$ cat config.mk
export PLATFORM = sky130hd
export DESIGN_NAME = fvnh_div_cell
export DESIGN_NICKNAME = d
export VERILOG_FILES = /design/src/hdl/fvnh_pkg.sv /design/src/hdl/fvnh_div_cell.sv
export SDC_FILE = /design/constraint.sdc
export NUM_CORES = 1
export LEC_CHECK = 0
export ABC_AREA = 1
export BUFFER_PORTS_ARGS = -buffer_cell sky130_fd_sc_hd__buf_2
export CAP_MARGIN = 20
export CORE_ASPECT_RATIO = 0.6
export CORE_MARGIN = 1
export CORE_UTILIZATION = 35
export CTS_BUF_LIST = sky130_fd_sc_hd__clkbuf_16
export DETAILED_ROUTE_END_ITERATION = 6
export PLACE_DENSITY_LB_ADDON = 0.2
export REMOVE_ABC_BUFFERS = 1
export SETUP_SLACK_MARGIN = 0.05
export SLEW_MARGIN = 30
export SYNTH_ARGS = -nofsm -noshare
export SYNTH_HDL_FRONTEND = slang
export SYNTH_SLANG_ARGS = --single-unit
$ cat constraint.sdc
create_clock -name i_clk -period 2.4 [get_ports i_clk]
set_clock_uncertainty 0.2 [all_clocks]
set_input_delay 0.72 -clock i_clk [delete_from_list [all_inputs] [get_ports i_clk]]
set_output_delay 0.72 -clock i_clk [all_outputs]
set_load 0.05 [all_outputs]
$ cat src/hdl/fvnh_pkg.sv
// Shared types, constants and hash helpers for the fBm value-noise height block.
// No dependencies; used by every module under hdl.
package fvnh_pkg;

    typedef enum logic [2:0] {
        CFG_BASE_HEIGHT   = 3'd0,
        CFG_OCTAVE_COUNT  = 3'd1,
        CFG_OCTAVE_FREQS  = 3'd2,
        CFG_OCTAVE_AMPS   = 3'd3,
        CFG_POND_CENTER_X = 3'd4,
        CFG_POND_CENTER_Z = 3'd5,
        CFG_POND_RADIUS   = 3'd6,
        CFG_BOWL_DEPTH    = 3'd7
    } t_cfg_idx;

    typedef logic signed [20:0] t_h;

    typedef struct packed {
        logic        ok;
        logic [63:0] v;
        logic [63:0] res;
    } t_sq;

    typedef struct packed {
        logic        ok;
        logic [30:0] rem;
        logic [15:0] q;
    } t_dv;

    localparam logic [31:0] LB_K1      = 32'h7feb352d;
    localparam logic [31:0] LB_K2      = 32'h846ca68b;
    localparam logic [31:0] LB_OFS_X   = 32'h9e3779b9;
    localparam logic [31:0] LB_OFS_Z   = 32'h85ebca6b;
    localparam logic [31:0] SEED0      = 32'h9e3779b9;
    localparam logic [37:0] FADE_TEN   = 38'h0A_0000_0000;
    localparam int          OCT_LAT    = 9;
    localparam int          SQRT_STEPS = 32;
    localparam int          DIV_STEPS  = 16;
    localparam int          BOWL_LAT   = 4 + SQRT_STEPS + DIV_STEPS + 3;

    function automatic logic [31:0] lb_m1(input logic [31:0] x);
        logic [31:0] y;
        y = x ^ (x >> 16);
        return y * LB_K1;
    endfunction

    function automatic logic [31:0] lb_m2(input logic [31:0] m);
        logic [31:0] y;
        y = m ^ (m >> 15);
        return y * LB_K2;
    endfunction

    function automatic logic [31:0] lb_fin(input logic [31:0] m);
        return m ^ (m >> 16);
    endfunction

    function automatic logic [31:0] oct_seed(input int k);
        logic [31:0] s;
        s = SEED0;
        for (int i = 0; i < k; i++) begin
            s = lb_fin(lb_m2(lb_m1(s)));
        end
        return s;
    endfunction

endpackage

$ cat src/hdl/fvnh_div_cell.sv
// One quotient bit of the restoring divide of distance by pond radius, registered.
// Depends on fvnh_pkg for the stage record.
module fvnh_div_cell import fvnh_pkg::*; (
    input  logic        i_clk,
    input  logic [30:0] i_r,
    input  t_dv         i_dv,
    output t_dv         o_dv
);

    t_dv         r_dv;
    logic [31:0] rem2;
    logic        ge;
    t_dv         n_dv;

    always_comb begin
        rem2      = {i_dv.rem, 1'b0};
        ge        = rem2 >= {1'b0, i_r};
        n_dv.ok   = i_dv.ok;
        n_dv.rem  = ge ? 31'(rem2 - {1'b0, i_r}) : rem2[30:0];
        n_dv.q    = {i_dv.q[14:0], ge};
    end

    always_ff @(posedge i_clk) begin
        r_dv <= n_dv;
    end

    assign o_dv = r_dv;

endmodule

# == Word level (Yosys, flattened, before mapping) ==
# Index checks and enable logic that the tools add are counted.
# totals
register_bits,48
inputBits,80
out_inout_bits,48
# classes
n_addsub,1
n_lt_le_gt_ge,1
muxes,1
# ops
cell,n
32-bit by 31-bit greater-or-equal comparator with 1-bit output,1
31-bit two-way mux,1
31-bit subtractor,1

# == Logic depth before layout (Yosys ltp) ==
# Gate-level depths: netlist (run 1).
# depth
ltp_word,2
depth_mapped,16
mapped_depth_nobuf,15

# == Least setup slack after synthesis (run 1) ==
# Ideal clock, no wire load.
# synth_path
path_kind,in2reg
from,input i_r[0]
to,"register r_dv, in the netlist o_dv[43]"
setup_time_ps,113
arrival_ps,2171
required_time_ps,2087
slack_ps,-84
path_stages,13
path_buffers,1
cell_sequence,inv_1 -> fa_1 -> nand3_1 -> nand3_2 -> nand2_1 -> nand2_2 -> nand2_1 -> nand3_1 -> nand2_1 -> nand2_4 -> buf_4 -> nand3_1 -> nand2_1
# synth_lines
element,line_no,rtl
"start, declared",fvnh_div_cell.sv:5,"input logic [30:0] i_r,"
"end signal, assigned",fvnh_div_cell.sv:24,r_dv <= n_dv;
"end, declared",fvnh_div_cell.sv:10,t_dv r_dv;

==> out/results.ini, run 1 <==
[sta]
whs_ns=0.313
fin_crit_ns=2.35
tns_ns=0
timing.fmax_mhz=426
tightest_slew_ns=0.261
finalWorstSetupSlack_ns=0.0545
slew_violations=0
slew_headroom_pct=82.5
timing.final.crit_share_pct=97.7
setup_viol_count_final=0
final_hold_viol_count=0

[finish]
final_common_cell=nand2_1
num_antenna_cells=0
fin_nets=1016
mostFrequentLayoutCells=266 x nand2_1, 138 x inv_1, 125 x buf_2
largest_reg_flops=48
area_growth_pct=62.9
drive_above_1_share_pct=38.0
final_cells=1044

[synthesis]
synthSimpleGateAreaFrac_pct=42.5
syn_inst=669
synth_warnings=0
synth_fa_ha_area_share_pct=10.6
synth_top_family_by_area=simple AND/OR/NAND/NOR gates
synth_compound_area_share_pct=3.08
synth_xor_area_share_pct=3.40
seq_area_frac_synth_pct=24.9
synth.avg_cell_area_um2=5.77
ys_seq_elements=48
synth_area_um2=3860
ys_types=28
synth_top_area_cell=nand2_1
synth.area.top_cells=nand2_1 29%, dfxtp_1 25%, inv_1 14%
synth_top_area_share_pct=28.8
muxShareOfSynthArea_pct=0

[clocking]
cts_root_buffer=clkbuf_16
cts_max_level=2
cts_max_path_buffers=2
cts_tree=yes
cts.clk_slew.worst_paths_ns=0.08
numCtsBuffers=5
cts_sinks=48

[grt]
grt_pass1_vias=4100
antenna_found_initial=0
grt_pass1_wl_um=19600
grt_max_degree=17
grt_overflow=0
grt_util_all_layers_pct=22.1

[worst_hold_path]
hold_path.class=primary input to flop

[critical_path]
cp.required_ns=2.39
worst-path-buf-inv=5
path_cells=buf_2 > inv_1 > ha_4 > nand2_4 > nor2_4 > nand2_2 > clkinv_1 > nand3_1 > nand3_2 > nand2_4 > nand2_8 > clkinv_8 > clkbuf_16 > nand2_1 > nand2_1
critPathLaunchType=primary input
slowest_delay_ns=0.29
worstSetupEndpointType=flop
arrival_ns=2.33
cp_top_family=simple AND/OR/NAND/NOR gates
critPathSlowestCell=ha_4
cp_max_fo=7
critical_path_class=primary input to flop

[placed_design]
post-dp-hpwl_um=10400
io_buffers=126
pre_cts_slack_ns=-0.347
place_congestion=0.900
dp_cells=1024

[run]
cap_viol_max_count=0

[detailed_routing]
viasPerCell=4.62
ant_nets=0
drt-pass1-iter-count=5
post_drt_wl_per_cell_um=13.3
wl_um=13800
drc=0
via_count=4824
drt_iter0_markers=342

[status]
status=completed

[power]
vdd_drop_max_uv=394
leakagePower_uw=0.00370
p_per_area_nw_per_um2=570
p_total_uw=3590

[die]
core.rowCount=29
die_area_um2=11500
io_pins=128
die_w_um=138
core-area_um2=10700
die_h_um=83.4
initial_core_util_pct=36.2

==> stage by stage <==
| step | utilization (%) | area, µm² |
|---|---|---|
| 2_1_floorplan | - | 3810 |
| 3_3_place_gp | 50.1 | 5340 |
| 3_5_place_dp | 50.1 | 5340 |
| 4_1_cts | 52.0 | 5550 |
| 5_1_grt | 59.0 | 6290 |
| 6_report | 59.0 | 6290 |
==> power breakdown <==
| group | switching, µW | total (µW) | internal (µW) |
|---|---|---|---|
| clock network | 348 | 845 | 496 |
| logic | 1130 | 1810 | 675 |
| registers | 24.3 | 940 | 915 |
==> Yosys cell counts <==
master,instances
a21oi_1,15
a21oi_2,1
and2_1,4
buf_4,3
buf_6,3
clkinv_1,1
dfxtp_1,48
fa_1,1
ha_1,31
inv_1,143
inv_2,1
nand2_1,296
nand2_2,3
nand2_4,1
nand3_1,41
nand3_2,1
nand3b_1,3
nand4_1,7
nor2_1,38
nor2_2,4
nor2_4,1
nor3_1,2
o21a_1,1
o21ai_1,1
o21bai_1,3
or2_2,1
xnor2_1,1
xor2_1,14
==> worst paths after layout <==
check,start,endpoint,slack [ns],cells past startpoint
worst max-delay path,i_r[13],o_dv[32],0.05,15
worst min-delay path,i_dv[7],o_dv[8],0.31,1
==> cell families (layout without fill, tap and decap cells) <==
kind of cell,count (synthesis),in the layout
XOR/XNOR,15,15
buffers and inverters,151,387
flip-flops,48,48
AND/OR/NAND/NOR,402,402
AO/OA/AOI/OAI,21,21
adder cells (fa/ha/maj),32,32
==> area by class of cell <==
cell class | instances | area, µm²
Tap cell | 139 | 174
Clock inverter | 3 | 46.3
Inverter | 145 | 557
Multi-Input combinational cell | 470 | 2860
Clock buffer | 5 | 125
Timing Repair Buffer | 234 | 1570
Fill cell | 1035 | 4370
Sequential cell | 48 | 961
==> layer usage <==
layer  wire [µm]  vias up  track usage [%]
met1        7000     2147             34.7
met2        5530      202             31.4
li1            -     2465                -
met5           0        -                0
met4          80        0             2.60
met3        1230       10             3.79
==> repair_timing <==
action / 4_1_cts / 5_1_grt
pin swaps: 0 / 27
endpoints found under the setup margin: 31 / 31
buffers inserted: 0 / 8
hold buffers: 0 / 0
resized for setup: 10 / 117
cloned: 0 / 4
Note: power is estimated with default switching activity, not from simulation.
==> run 2: changes to the inputs <==
- GPL_TIMING_DRIVEN: default -> 0
- PLACE_DENSITY_LB_ADDON: 0.2 -> 0.15
- clock period: 2.4 -> 2.5 ns (I/O delays scaled with it)
==> out/results.ini, run 2 (synthesis gave the netlist of run 1 again) <==
[status]
status=completed

[critical_path]
worstSetupEndpointType=flop
cp_max_fo=8
critical_path_class=primary input to flop
cp.required_ns=2.49
arrival_ns=2.38
critPathLaunchType=primary input
path_cells=buf_2 > inv_2 > fa_2 > nand3_2 > nand3_2 > nand2_2 > nand2_4 > nand2_2 > nand3_2 > nand2_4 > buf_12 > nand2_4 > nand3_1 > nand2_1
critPathSlowestCell=fa_2
slowest_delay_ns=0.42

[power]
switching_share_pct=44.8
p_seq_share_pct=29.1
internal_power_uw=1710
combPwrFrac_pct=48.5
leakagePower_uw=0.00321
pwr-share-clk_pct=22.3
vdd_drop_max_uv=394
p_sw_uw=1390
p_total_uw=3100
p_per_area_nw_per_um2=562

[grt]
grt_pass1_vias=3900
grt_overflow=0
grt_pass1_wl_um=20100
antenna_found_initial=0
grt_max_degree=17
grt_util_all_layers_pct=23.3

[finish]
area_growth_pct=42.7
post-route-util_pct=51.7
num_antenna_cells=0
fin_nets=928
final_common_cell=nand2_1
drive_above_1_share_pct=28.4
final_cells=956
largest_reg_flops=48
mostFrequentLayoutCells=275 x nand2_1, 141 x inv_1, 126 x buf_2

[die]
io_pins=128
core-area_um2=10700
initial_core_util_pct=36.2
die_area_um2=11500
die_w_um=138
core.rowCount=29
die_h_um=83.4

[placed_design]
io_buffers=126
pre_cts_slack_ns=-0.960
place_congestion=0.847
post-dp-hpwl_um=9630
dp_cells=928

[clocking]
cts_root_buffer=clkbuf_16
numCtsBuffers=5
cts_max_path_buffers=2
cts_max_level=2
cts.clk_slew.worst_paths_ns=0.07
cts_hold_buf=0
cts_tree=yes
cts_sinks=48

[detailed_routing]
drt_iter0_markers=337
drc=0
ant_nets=0
viasPerCell=4.65
post_drt_wl_per_cell_um=14.1
wl_um=13500
drt-pass1-iter-count=5
via_count=4450

[sta]
final_hold_viol_count=0
finalWorstSetupSlack_ns=0.111
timing.final.crit_share_pct=95.6
timing.fmax_mhz=419
fin_crit_ns=2.39
slew_headroom_pct=74.5
rsz0062_at_grt=no
setup_viol_count_final=0
slew_violations=0
tightest_slew_ns=0.382

[run]
cap_viol_max_count=0

[worst_hold_path]
hold_path.class=primary input to flop

==> run 2: changes by cell type in the layout (fill, tap and decap cells not counted), moves of 3 or more <==
cell       delta
buf_4        -88
nor2_1       +11
nor2_2       -10
nand2_1       +9
nand2_2       -7
clkbuf_16     -4
ha_1          -4
ha_2          +3
inv_1         +3
inv_2         -3
==> run 2: timing repair <==
action                     in CTS  in global routing
buffers inserted                5                  9
cloned                          6                  0
gates resized for setup        40                 69
pin swaps                       5                 21
setup endpoints to repair      32                 31
==> run 2: layout make-up <==
| type | instances | area (µm²) |
|---|---|---|
| Inverter | 145 | 561 |
| Clock buffer | 5 | 125 |
| Fill cell | 1097 | 5160 |
| Sequential cell | 48 | 961 |
| Multi-Input combinational cell | 473 | 2860 |
| Clock inverter | 3 | 18.8 |
| Tap cell | 139 | 174 |
| Timing Repair Buffer | 140 | 764 |
| Timing Repair inverter | 3 | 48.8 |
==> run 2: path summary, 6_finish.rpt <==
kind | start | to | slack, ns | cells past startpoint
max | i_r[1] | o_dv[33] | 0.11 | 14
min | i_dv[2] | o_dv[3] | 0.35 | 1
==> run 2: layer usage <==
layer | vias up | wire length (µm) | part of all wire (%) | global-route usage, %
met5 | - | 0 | 0 | 0
met4 | 0 | 104 | 0.77 | 3.30
met3 | 8 | 1210 | 9.0 | 3.91
met2 | 177 | 5060 | 38 | 31.7
met1 | 1986 | 7090 | 53 | 37.7
li1 | 2279 | - | - | -
==> run 2: worst max-delay path: cells and delay by family <==
family                     cells  cell delay (ns)
and+or+nand+nor               10             0.95
adders and majority gates      1             0.42
buffers and inverters          3             0.26
==> run 2: metrics by stage <==
step / TNS [ns] / hold WS [ns] / cell area (µm²)
after floorplan: -7.34 / 0.578 / 3810
after global placement: -27.71 / 0.652 / 4610
after detailed placement: -29.07 / 0.654 / 4610
after CTS: 0 / 0.347 / 5020
after global routing: 0 / 0.343 / 5510
final: 0 / 0.352 / 5510
==> run 2: power groups by stage <==
stage | clock network (µW) | logic [µW] | registers, µW
6_report | 691 | 1500 | 903
3_5_place_dp | 0 | 1280 | 919
5_1_grt | 748 | 1620 | 913
2_1_floorplan | 0 | 527 | 1330
4_1_cts | 722 | 1370 | 904
3_3_place_gp | 0 | 1270 | 917
