`config.mk`:
```
export PLATFORM = sky130hd
export DESIGN_NAME = fvnh_sqrt_cell
export DESIGN_NICKNAME = d
export VERILOG_FILES = /design/src/hdl/fvnh_pkg.sv /design/src/hdl/fvnh_sqrt_cell.sv
export SDC_FILE = /design/constraint.sdc
export NUM_CORES = 1
export LEC_CHECK = 0
export ABC_AREA = 0
export CAP_MARGIN = 0
export CORE_MARGIN = 10
export CORE_UTILIZATION = 65
export DETAILED_ROUTE_END_ITERATION = 8
export DONT_BUFFER_PORTS = 1
export GPL_TIMING_DRIVEN = 0
export PLACE_DENSITY_LB_ADDON = 0.15
export SLEW_MARGIN = 10
export SYNTH_ARGS = -nofsm -noshare
export SYNTH_HDL_FRONTEND = slang
export SYNTH_SLANG_ARGS = --single-unit
```
`constraint.sdc`:
```
create_clock -name i_clk -period 8.6 [get_ports i_clk]
set_input_delay 1.72 -clock i_clk [delete_from_list [all_inputs] [get_ports i_clk]]
set_output_delay 1.72 -clock i_clk [all_outputs]
set_load 0.005 [all_outputs]
```
`src/hdl/fvnh_pkg.sv`:
```
// Shared types, constants and hash helpers for the fBm value-noise height block.
// No dependencies; used by every module under hdl.
package fvnh_pkg;

    typedef enum logic [2:0] {
        CFG_BASE_HEIGHT   = 3'd0,
        CFG_OCTAVE_COUNT  = 3'd1,
        CFG_OCTAVE_FREQS  = 3'd2,
        CFG_OCTAVE_AMPS   = 3'd3,
        CFG_POND_CENTER_X = 3'd4,
        CFG_POND_CENTER_Z = 3'd5,
        CFG_POND_RADIUS   = 3'd6,
        CFG_BOWL_DEPTH    = 3'd7
    } t_cfg_idx;

    typedef logic signed [20:0] t_h;

    typedef struct packed {
        logic        ok;
        logic [63:0] v;
        logic [63:0] res;
    } t_sq;

    typedef struct packed {
        logic        ok;
        logic [30:0] rem;
        logic [15:0] q;
    } t_dv;

    localparam logic [31:0] LB_K1      = 32'h7feb352d;
    localparam logic [31:0] LB_K2      = 32'h846ca68b;
    localparam logic [31:0] LB_OFS_X   = 32'h9e3779b9;
    localparam logic [31:0] LB_OFS_Z   = 32'h85ebca6b;
    localparam logic [31:0] SEED0      = 32'h9e3779b9;
    localparam logic [37:0] FADE_TEN   = 38'h0A_0000_0000;
    localparam int          OCT_LAT    = 9;
    localparam int          SQRT_STEPS = 32;
    localparam int          DIV_STEPS  = 16;
    localparam int          BOWL_LAT   = 4 + SQRT_STEPS + DIV_STEPS + 3;

    function automatic logic [31:0] lb_m1(input logic [31:0] x);
        logic [31:0] y;
        y = x ^ (x >> 16);
        return y * LB_K1;
    endfunction

    function automatic logic [31:0] lb_m2(input logic [31:0] m);
        logic [31:0] y;
        y = m ^ (m >> 15);
        return y * LB_K2;
    endfunction

    function automatic logic [31:0] lb_fin(input logic [31:0] m);
        return m ^ (m >> 16);
    endfunction

    function automatic logic [31:0] oct_seed(input int k);
        logic [31:0] s;
        s = SEED0;
        for (int i = 0; i < k; i++) begin
            s = lb_fin(lb_m2(lb_m1(s)));
        end
        return s;
    endfunction

endpackage

```
`src/hdl/fvnh_sqrt_cell.sv`:
```
// One step of the digit-by-digit integer square root, registered.
// Depends on fvnh_pkg for the stage record.
module fvnh_sqrt_cell import fvnh_pkg::*; (
    input  logic        i_clk,
    input  logic [63:0] i_bit,
    input  t_sq         i_sq,
    output t_sq         o_sq
);

    t_sq         r_sq;
    logic [63:0] sum;
    t_sq         n_sq;

    always_comb begin
        sum     = i_sq.res + i_bit;
        n_sq.ok = i_sq.ok;
        if (i_sq.v >= sum) begin
            n_sq.v   = i_sq.v - sum;
            n_sq.res = (i_sq.res >> 1) + i_bit;
        end else begin
            n_sq.v   = i_sq.v;
            n_sq.res = i_sq.res >> 1;
        end
    end

    always_ff @(posedge i_clk) begin
        r_sq <= n_sq;
    end

    assign o_sq = r_sq;

endmodule

```
==> Word-level counts from Yosys, hierarchy flattened <==
Index checks and enable logic that the tools add are counted.
{ "totals": {"regBits": 129, "output_inout_bits": 129, "elab_cells": 9, "input_bits": 194} }
{ "op_classes": {"mux": 1, "order_cmp": 1, "addsub": 3} }
{ "ops": {"columns": ["cell", "count"], "rows": [
  ["2-to-1 mux 128 bit", 1],
  ["adder 63 x 64 -> 64 bit", 1],
  ["adder 64 bit", 1],
  [">= comparator 64 bit", 1],
  ["subtractor 64 bit", 1]
]} }

==> Depth between registers and ports, before layout <==
Gate-level depths: netlist of run 1.
{ "logic_depth": {"ltp_word": 3, "mapped_depth": 28} }

==> Least setup slack after synthesis of run 1 <==
OpenSTA, ideal clock, no wires.
{ "synth_timing": {"path_type": "in2reg", "start": "input i_bit[3]", "end": "register r_sq (netlist bit o_sq[111])", "required_ns": 8.479, "t_arrival_ns": 6.377, "stages": 23, "slack_ns": 2.102, "n_path_buf": 4, "setup_ns": 0.121, "cell_sequence": "ha_1 -> o21ai_0 -> nor2_1 -> o31ai_1 -> o311ai_0 -> a31oi_1 -> o41a_1 -> o21a_1 -> o21ai_1 -> a21oi_1 -> xor2_1 -> ha_1 -> clkbuf_1 -> a21o_1 -> a21o_1 -> a21oi_1 -> a21boi_0 -> a311o_1 -> nor2_1 -> buf_4 -> buf_2 -> buf_2 -> mux2_2"} }
{ "synth_lines": {"columns": ["element", "line_no", "text"], "rows": [
  ["start: declaration", "fvnh_sqrt_cell.sv:5", "input logic [63:0] i_bit,"],
  ["end signal: assignment", "fvnh_sqrt_cell.sv:27", "r_sq <= n_sq;"],
  ["end: declaration", "fvnh_sqrt_cell.sv:10", "t_sq r_sq;"]
]} }

==> impl_metrics.tcl, run 1 <==
set metrics [dict create \
    yosysWarnings 0 \
    clockRootBuffer "clkbuf_16" \
    remaining_drc_errors 0 \
    ys_ff_latch 129 \
    maxSlewHeadroom 0.469 \
    route.antenna.remaining_nets 0 \
    n_antenna_cell 0 \
    tritoncts "done" \
    ys.flop_type "dfxtp_1" \
    n_fill_cell 2013 \
    fin_crit_sh 0.975 \
    netlist_instances 2100 \
    core_um2 23300 \
    post-route-util 0.700 \
    stdcell_count 2451 \
    postSynthAreaPerCell_um2 7.27 \
    rows 56 \
    total_power_w 0.00368 \
    finalInstanceArea_um2 16300 \
    drt_wl_total_um 54100 \
    worstPathRequired_ns 8.88 \
    max_freq_mhz 119 \
    cts_setup_buffers 0 \
    antenna_found_initial 1 \
    drive_gt1_frac 0.0394 \
    critPathMaxFanout 10 \
    fin_crit_ns 8.39 \
    yosysSeqAreaShare 0.169 \
    placed_area_um2 15700 \
    setup.worst_path.class "in2reg" \
    multiInputGateArea_um2 12000 \
    synthDistinctLibCells 75 \
    drv_cap 0 \
    drtPass1Iterations 5 \
    fp.dieW_um 173 \
    syn_nets 2487 \
    hold_buffers 0 \
    status "complete, no violations" \
    gp_congestion 1.01 \
    dp_hpwl_um 44500 \
    nets 2506 \
    grt_overflow 0 \
    leakagePower_nw 7.20 \
    grt_pass1_wl_um 83500 \
    worst_pin_slew_ns 0.786 \
    grt_max_degree 17 \
    peakVddDrop_mv 0.143 \
    largest_register_ffs 129 \
    track_usage 0.340 \
    power_density_nw_per_um2 226 \
    routedWlPerCell_um 22.1 \
    crit_path_start_kind "input pin" \
    cts_resized 0 \
    drtIter0Drc 2027 \
    crit_arrival_ns 8.66 \
    dp.cells 2419 \
    start_util 0.656 \
    numCtsBuffers 17 \
    syn_area_um2 15300 \
    clock-sinks 129 \
    area_delta_synth_final_pct 6.69 \
    whs_ns 1.30 \
    cts_buffer_depth 2 \
    finalSetupViolCount 0 \
    synth-async-reset-ratio 0 \
    io_buffers 0 \
    seqCellArea_um2 2580 \
    ios 323 \
    endpoint_kind "flip-flop" \
    num_vias 16476 \
    die_area_um2 30000 \
    dieHeight_um 173 \
    grt_pass1_vias 15119 \
    viasPerCell 6.72 \
    drv_slew 0 \
    h-tree-depth 4 \
    clk_pin_slew_worst_paths_ns 0.07 \
    hold_violations 0 \
    grt_setup_unrepaired "no" \
    hold_path_class "in2reg" \
    synth_edf_count 0 \
]
-- layer usage --
layer / vias up / GRT usage / wire (um)
li1: 7770 / - / -
met1: 7579 / 0.444 / 22300
met2: 988 / 0.517 / 23100
met3: 137 / 0.0910 / 6330
met4: 2 / 0.146 / 2320
met5: - / 0 / 13
-- cells in the final DEF (no fill, tap or decap), types with 24 or more instances in the layout --
| cell | instances |
|---|---|
| nor3_1 | 24 |
| xor2_1 | 77 |
| a21o_1 | 128 |
| clkbuf_1 | 90 |
| dfxtp_1 | 129 |
| xnor2_1 | 99 |
| nand4_1 | 72 |
| inv_1 | 57 |
| o21ai_0 | 214 |
| ha_1 | 190 |
| nor2_1 | 115 |
| a21oi_1 | 240 |
| nand3_1 | 30 |
| o21bai_1 | 42 |
| nand2_1 | 256 |
-- cells by family after synthesis --
family / count (synthesis) / share of synthesized area
compound gates: 811 / 0.330
xor+xnor: 176 / 0.101
fa+ha+maj: 193 / 0.160
buf+inv: 170 / 0.0440
flops: 129 / 0.169
mux: 12 / 0.00852
simple gates: 609 / 0.188
-- synthesized netlist by cell type (19+ instances only) --
cell type  instances  area share
nand2_1          256       0.063
a21oi_1          240       0.079
o21ai_0          214       0.070
ha_1             190        0.16
dfxtp_1          129        0.17
a21o_1           128       0.063
nor2_1           115       0.028
xnor2_1           99       0.057
clkbuf_1          90       0.022
xor2_1            77       0.044
nand4_1           72       0.030
inv_1             57       0.014
o21bai_1          42       0.021
nand3_1           30      0.0098
nor3_1            24      0.0079
buf_2             21      0.0069
o21a_1            21       0.010
a211oi_1          20      0.0098
a31oi_1           20      0.0082
nand2b_1          19      0.0078
-- per-stage QoR --
| stage | setup TNS (ns) | setup slack (ns) |
|---|---|---|
| after floorplan | 0 | 2.10 |
| after global placement | -0.167 | -0.0894 |
| after detailed placement | -0.0281 | -0.0281 |
| after CTS | 0 | 0.371 |
| after global routing | 0 | 0.0513 |
| final | 0 | 0.215 |
-- power by group --
group	switching [W]	total [W]	internal, W
logic	0.00119	0.00188	0.000693
clock network	0.000338	0.000805	0.000467
registers	0.000148	0.000994	0.000846
-- final cells by class --
class | instances | area share
Inverter | 57 | 0.0131
Buffer | 113 | 0.0281
Tap cell | 319 | 0.0245
Clock inverter | 15 | 0.0121
Multi-Input combinational cell | 1801 | 0.737
Clock buffer | 17 | 0.0261
Sequential cell | 129 | 0.159
-- path summary, 6_finish.rpt --
path	from	endpoint	slack, ns	cells after the start
max	i_bit[1]	o_sq[97]	0.21	25
min	i_sq[128]	o_sq[128]	1.30	0
-- worst max-delay path, cell delays in order --
cell	delay, ns
ha_1	0.29
a211oi_1	0.28
nor2_1	0.11
o31ai_1	0.65
o311ai_0	0.38
a31oi_1	0.37
o41a_1	0.20
o21a_1	0.20
o21ai_1	0.17
o311ai_0	0.72
ha_1	0.36
clkbuf_1	0.19
a21o_1	0.19
a21o_1	0.17
a21o_1	0.20
nand2_1	0.07
o211ai_1	0.07
a311o_1	0.32
nor2_1	0.30
buf_4	0.31
buf_2	0.29
buf_2	0.46
buf_2	0.32
nand2_1	0.08
o21ai_0	0.21
Note: power is estimated with default switching activity, not from simulation.
==> inputs of run 2 (changes only) <==
--- a/config.mk
+++ b/config.mk
@@ -12,7 +12,8 @@
 export DETAILED_ROUTE_END_ITERATION = 8
 export DONT_BUFFER_PORTS = 1
 export GPL_TIMING_DRIVEN = 0
-export PLACE_DENSITY_LB_ADDON = 0.15
+export MAX_ROUTING_LAYER = met4
+export PLACE_DENSITY = 0.81
 export SLEW_MARGIN = 10
 export SYNTH_ARGS = -nofsm -noshare
 export SYNTH_HDL_FRONTEND = slang
==> run 2 against run 1 <==
  * Total power barely moved
  * Critical path type unchanged
  * Sequential power barely moved
  * Cell count barely moved
  * First-iteration DRC count fell by 10%
  * Non-clock buffer count did not move
==> impl_metrics.tcl, run 2 (synthesis results as in run 1) <==
set metrics [dict create \
    grt_max_degree 17 \
    core_um2 23300 \
    fin_crit_ns 8.24 \
    cts_buffer_depth 2 \
    setup.worst_path.end "o_sq[97]" \
    drv_cap 0 \
    grt_setup_unrepaired "no" \
    finalInstanceArea_um2 16300 \
    antenna_found_initial 1 \
    path_depth 25 \
    nets 2506 \
    post-route-util 0.700 \
    ios 323 \
    crit_slowest_cell "o311ai_0" \
    remaining_drc_errors 0 \
    maxSlewHeadroom 0.455 \
    worstPathRequired_ns 8.89 \
    drive_gt1_frac 0.0399 \
    area_delta_synth_final_pct 6.71 \
    final_cell_mix "nand2_1, a21oi_1, o21ai_0, ha_1, dfxtp_1" \
    dieHeight_um 173 \
    fp.dieW_um 173 \
    rows 56 \
    placed_area_um2 15700 \
    leakagePower_nw 7.18 \
    critPathMaxFanout 10 \
    grtUsageMet2 0.529 \
    routedWlPerCell_um 22.4 \
    met3_usage 0.0958 \
    finalSetupViolCount 0 \
    clk_pin_slew_worst_paths_ns 0.07 \
    crit_arrival_ns 8.53 \
    num_vias 16425 \
    tritoncts "done" \
    layout_commonest_cell "nand2_1" \
    power_density_nw_per_um2 226 \
    endpoint_kind "flip-flop" \
    io_buffers 0 \
    cpMostUsedCell "buf_2" \
    max_stage_delay_ns 0.61 \
    gp_congestion 1.03 \
    status "complete, no violations" \
    clock-sinks 129 \
    worst_slack_ns 0.356 \
    grt_pass1_wl_um 84700 \
    grt_overflow 0 \
    largest_register_ffs 129 \
    met1_usage 0.445 \
    worst_pin_slew_ns 0.798 \
    fin_crit_sh 0.959 \
    start_util 0.656 \
    worst-path-buf-inv 5 \
    h-tree-depth 4 \
    top_usage_layer "met2" \
    crit_family "compound AO/OA/AOI/OAI gates" \
    clockRootBuffer "clkbuf_16" \
    grt_pass1_vias 15293 \
    die_area_um2 30000 \
    hold_violations 0 \
    crit_path_start_kind "input pin" \
    numCtsBuffers 17 \
    drtPass1Iterations 8 \
    dp_hpwl_um 44900 \
    max_freq_mhz 121 \
    crit_start "i_bit[2]" \
    n_fill_cell 2003 \
    hold_buffers 0 \
    peakVddDrop_mv 0.146 \
    track_usage 0.355 \
    route.antenna.remaining_nets 0 \
    tns_ns 0 \
    setup.worst_path.class "in2reg" \
    hold_path_class "in2reg" \
    drt_wl_total_um 54800 \
    drtIter0Drc 1825 \
    pre_cts_slack_ns -0.0228 \
    whs_ns 1.31 \
    viasPerCell 6.70 \
    drv_slew 0 \
]
==> run 2: layout make-up <==
type | instances | area (um^2) | area share
buffer | 113 | 458 | 0.0281
multi-input combinational | 1801 | 12000 | 0.738
clock buffer | 18 | 439 | 0.0270
antenna | 1 | 2.50 | 0.000154
inverter | 57 | 214 | 0.0131
clock inverter | 14 | 179 | 0.0110
tap | 319 | 399 | 0.0245
sequential | 129 | 2580 | 0.159
==> run 2: how the worst min path moves through the flow <==
stage / startpoint / endpoint / cells after the start / slack (ns)
5_1_grt: i_sq[128] / o_sq[128] / 0 / 1.30
3_3_place_gp: i_sq[128] / o_sq[128] / 0 / 1.75
6_report: i_sq[128] / o_sq[128] / 0 / 1.31
2_1_floorplan: i_sq[128] / o_sq[128] / 0 / 1.75
3_5_place_dp: i_sq[128] / o_sq[128] / 0 / 1.75
4_1_cts: i_sq[128] / o_sq[128] / 0 / 1.30
==> run 2: layer usage <==
metal / vias up / routed length (um)
li1: 7759 / -
met1: 7557 / 22400
met2: 983 / 23500
met3: 126 / 6700
met4: 0 / 2270
met5: - / 0
==> run 2: where the power goes <==
part | switching [W] | total, W | leakage, nW | internal (W)
clock network | 0.000332 | 0.000801 | 0.294 | 0.000468
registers | 0.000149 | 0.000994 | 1.09 | 0.000846
logic | 0.00119 | 0.00189 | 5.80 | 0.000694
==> run 2: what timing repair did <==
action,in CTS,in global routing
setup endpoints to repair,0,2
resized for setup,0,1
setup buffers,0,0
==> run 2: through the flow <==
stage / total power, W / std cells
after detailed placement: 0.00283 / 2419
final: 0.00368 / 2452
after global routing: 0.00390 / 2452
after CTS: 0.00363 / 2451
after floorplan: 0.00233 / 2100
after global placement: 0.00279 / 2419
==> inputs of run 3 (changes only) <==
--- a/config.mk
+++ b/config.mk
@@ -14,6 +14,7 @@
 export GPL_TIMING_DRIVEN = 0
 export MAX_ROUTING_LAYER = met4
 export PLACE_DENSITY = 0.81
+export RECOVER_POWER = 100
 export SLEW_MARGIN = 10
 export SYNTH_ARGS = -nofsm -noshare
 export SYNTH_HDL_FRONTEND = slang
==> run 3 against run 2 <==
  * Critical path depth is the same
  * Total power is 0.12% lower
  * Via count is 0.16% higher
==> impl_metrics.tcl, run 3 (synthesis results as in run 1) <==
set metrics [dict create \
    h-tree-depth 4 \
    area_delta_synth_final_pct 6.65 \
    maxSlewHeadroom 0.467 \
    clockRootBuffer "clkbuf_16" \
    gp_congestion 1.03 \
    placed_area_um2 15700 \
    drv_slew 0 \
    rows 56 \
    max_stage_delay_ns 0.61 \
    whs_ns 1.30 \
    worstPathRequired_ns 8.88 \
    tritoncts "done" \
    numCtsBuffers 17 \
    largest_register_ffs 129 \
    clock-sinks 129 \
    layout_commonest_cell "nand2_1" \
    peakVddDrop_mv 0.145 \
    drive_gt1_frac 0.0371 \
    antenna_found_initial 1 \
    io_buffers 0 \
    track_usage 0.355 \
    hold_violations 0 \
    crit_path_start_kind "input pin" \
    crit_slowest_cell "o311ai_0" \
    worst_slack_ns 0.193 \
    worst_pin_slew_ns 0.779 \
    num_vias 16451 \
    start_util 0.656 \
    hold_path_class "in2reg" \
    grt_overflow 0 \
    route.antenna.remaining_nets 0 \
    drt_wl_total_um 54900 \
    viasPerCell 6.71 \
    drtIter0Drc 1874 \
    drv_cap 0 \
    tns_ns 0 \
    nets 2506 \
    cts_buffer_depth 2 \
    fin_crit_sh 0.978 \
    finalSetupViolCount 0 \
    routedWlPerCell_um 22.4 \
    dieHeight_um 173 \
    hold_buffers 0 \
    endpoint_kind "flip-flop" \
    setup.worst_path.class "in2reg" \
    dp_hpwl_um 44900 \
    grt_setup_unrepaired "no" \
    critPathMaxFanout 10 \
    crit_arrival_ns 8.69 \
    die_area_um2 30000 \
    fin_crit_ns 8.41 \
    leakagePower_nw 7.17 \
    max_freq_mhz 119 \
    grt_pass1_vias 15293 \
    cts_setup_buffers 0 \
    final_cell_mix "nand2_1, a21oi_1, o21ai_0, ha_1, dfxtp_1" \
    fp.dieW_um 173 \
    power_density_nw_per_um2 226 \
    status "complete, no violations" \
    finalInstanceArea_um2 16300 \
    ios 323 \
    n_fill_cell 2008 \
    core_um2 23300 \
    clk_pin_slew_worst_paths_ns 0.06 \
    remaining_drc_errors 0 \
    drtPass1Iterations 6 \
    cts_resized 0 \
    grt_pass1_wl_um 84700 \
    grt_max_degree 17 \
    worstHoldPathCells 0 \
    pre_cts_slack_ns -0.0228 \
]
run 3: changes by cell type in the layout (fill, tap and decap cells not counted):
cell	change
o21ai_1	-1
clkbuf_2	+5
buf_4	-1
buf_2	-10
o21ai_0	+1
clkbuf_1	+6
run 3: through the flow:
step                      utilization  total power (W)  cells
final                           0.700          0.00368   2452
after global routing            0.700          0.00389   2452
after CTS                       0.700          0.00363   2451
after detailed placement        0.673          0.00283   2419
after global placement          0.673          0.00279   2419
after floorplan                     -          0.00233   2100
run 3: area by class of cell:
| class | count | area [um^2] | area share |
|---|---|---|---|
| diodes | 1 | 2.50 | 0.000154 |
| plain buffers | 113 | 448 | 0.0275 |
| inverters | 57 | 214 | 0.0131 |
| clock buffers | 18 | 439 | 0.0270 |
| clock inverters | 14 | 179 | 0.0110 |
| multi-input cells | 1801 | 12000 | 0.738 |
| well taps | 319 | 399 | 0.0245 |
| flip-flops and latches | 129 | 2580 | 0.159 |
run 3: final timing paths:
check,slack [ns],end,start
min,1.30,o_sq[128],i_sq[128]
max,0.19,o_sq[97],i_bit[2]
run 3: layer usage:
| metal | GRT usage | share of wire | up-vias |
|---|---|---|---|
| met1 | 0.445 | 0.41 | 7577 |
| li1 | - | - | 7762 |
| met4 | 0.148 | 0.045 | 0 |
| met5 | - | 0 | - |
| met3 | 0.0958 | 0.12 | 145 |
| met2 | 0.529 | 0.43 | 967 |
run 3: worst max-delay path: cells and delay by family:
family / cells / cell delay, ns
AO/OA/AOI/OAI: 14 / 3.74
buffers and inverters: 5 / 1.64
adder cells (fa/ha/maj): 2 / 0.63
AND/OR/NAND/NOR: 3 / 0.57
XOR/XNOR: 1 / 0.34
run 3: where the power goes:
part | leakage [nW] | total (W) | switching (W) | internal (W)
logic | 5.79 | 0.00189 | 0.00120 | 0.000690
clock network | 0.294 | 0.000798 | 0.000330 | 0.000468
registers | 1.09 | 0.000994 | 0.000148 | 0.000846
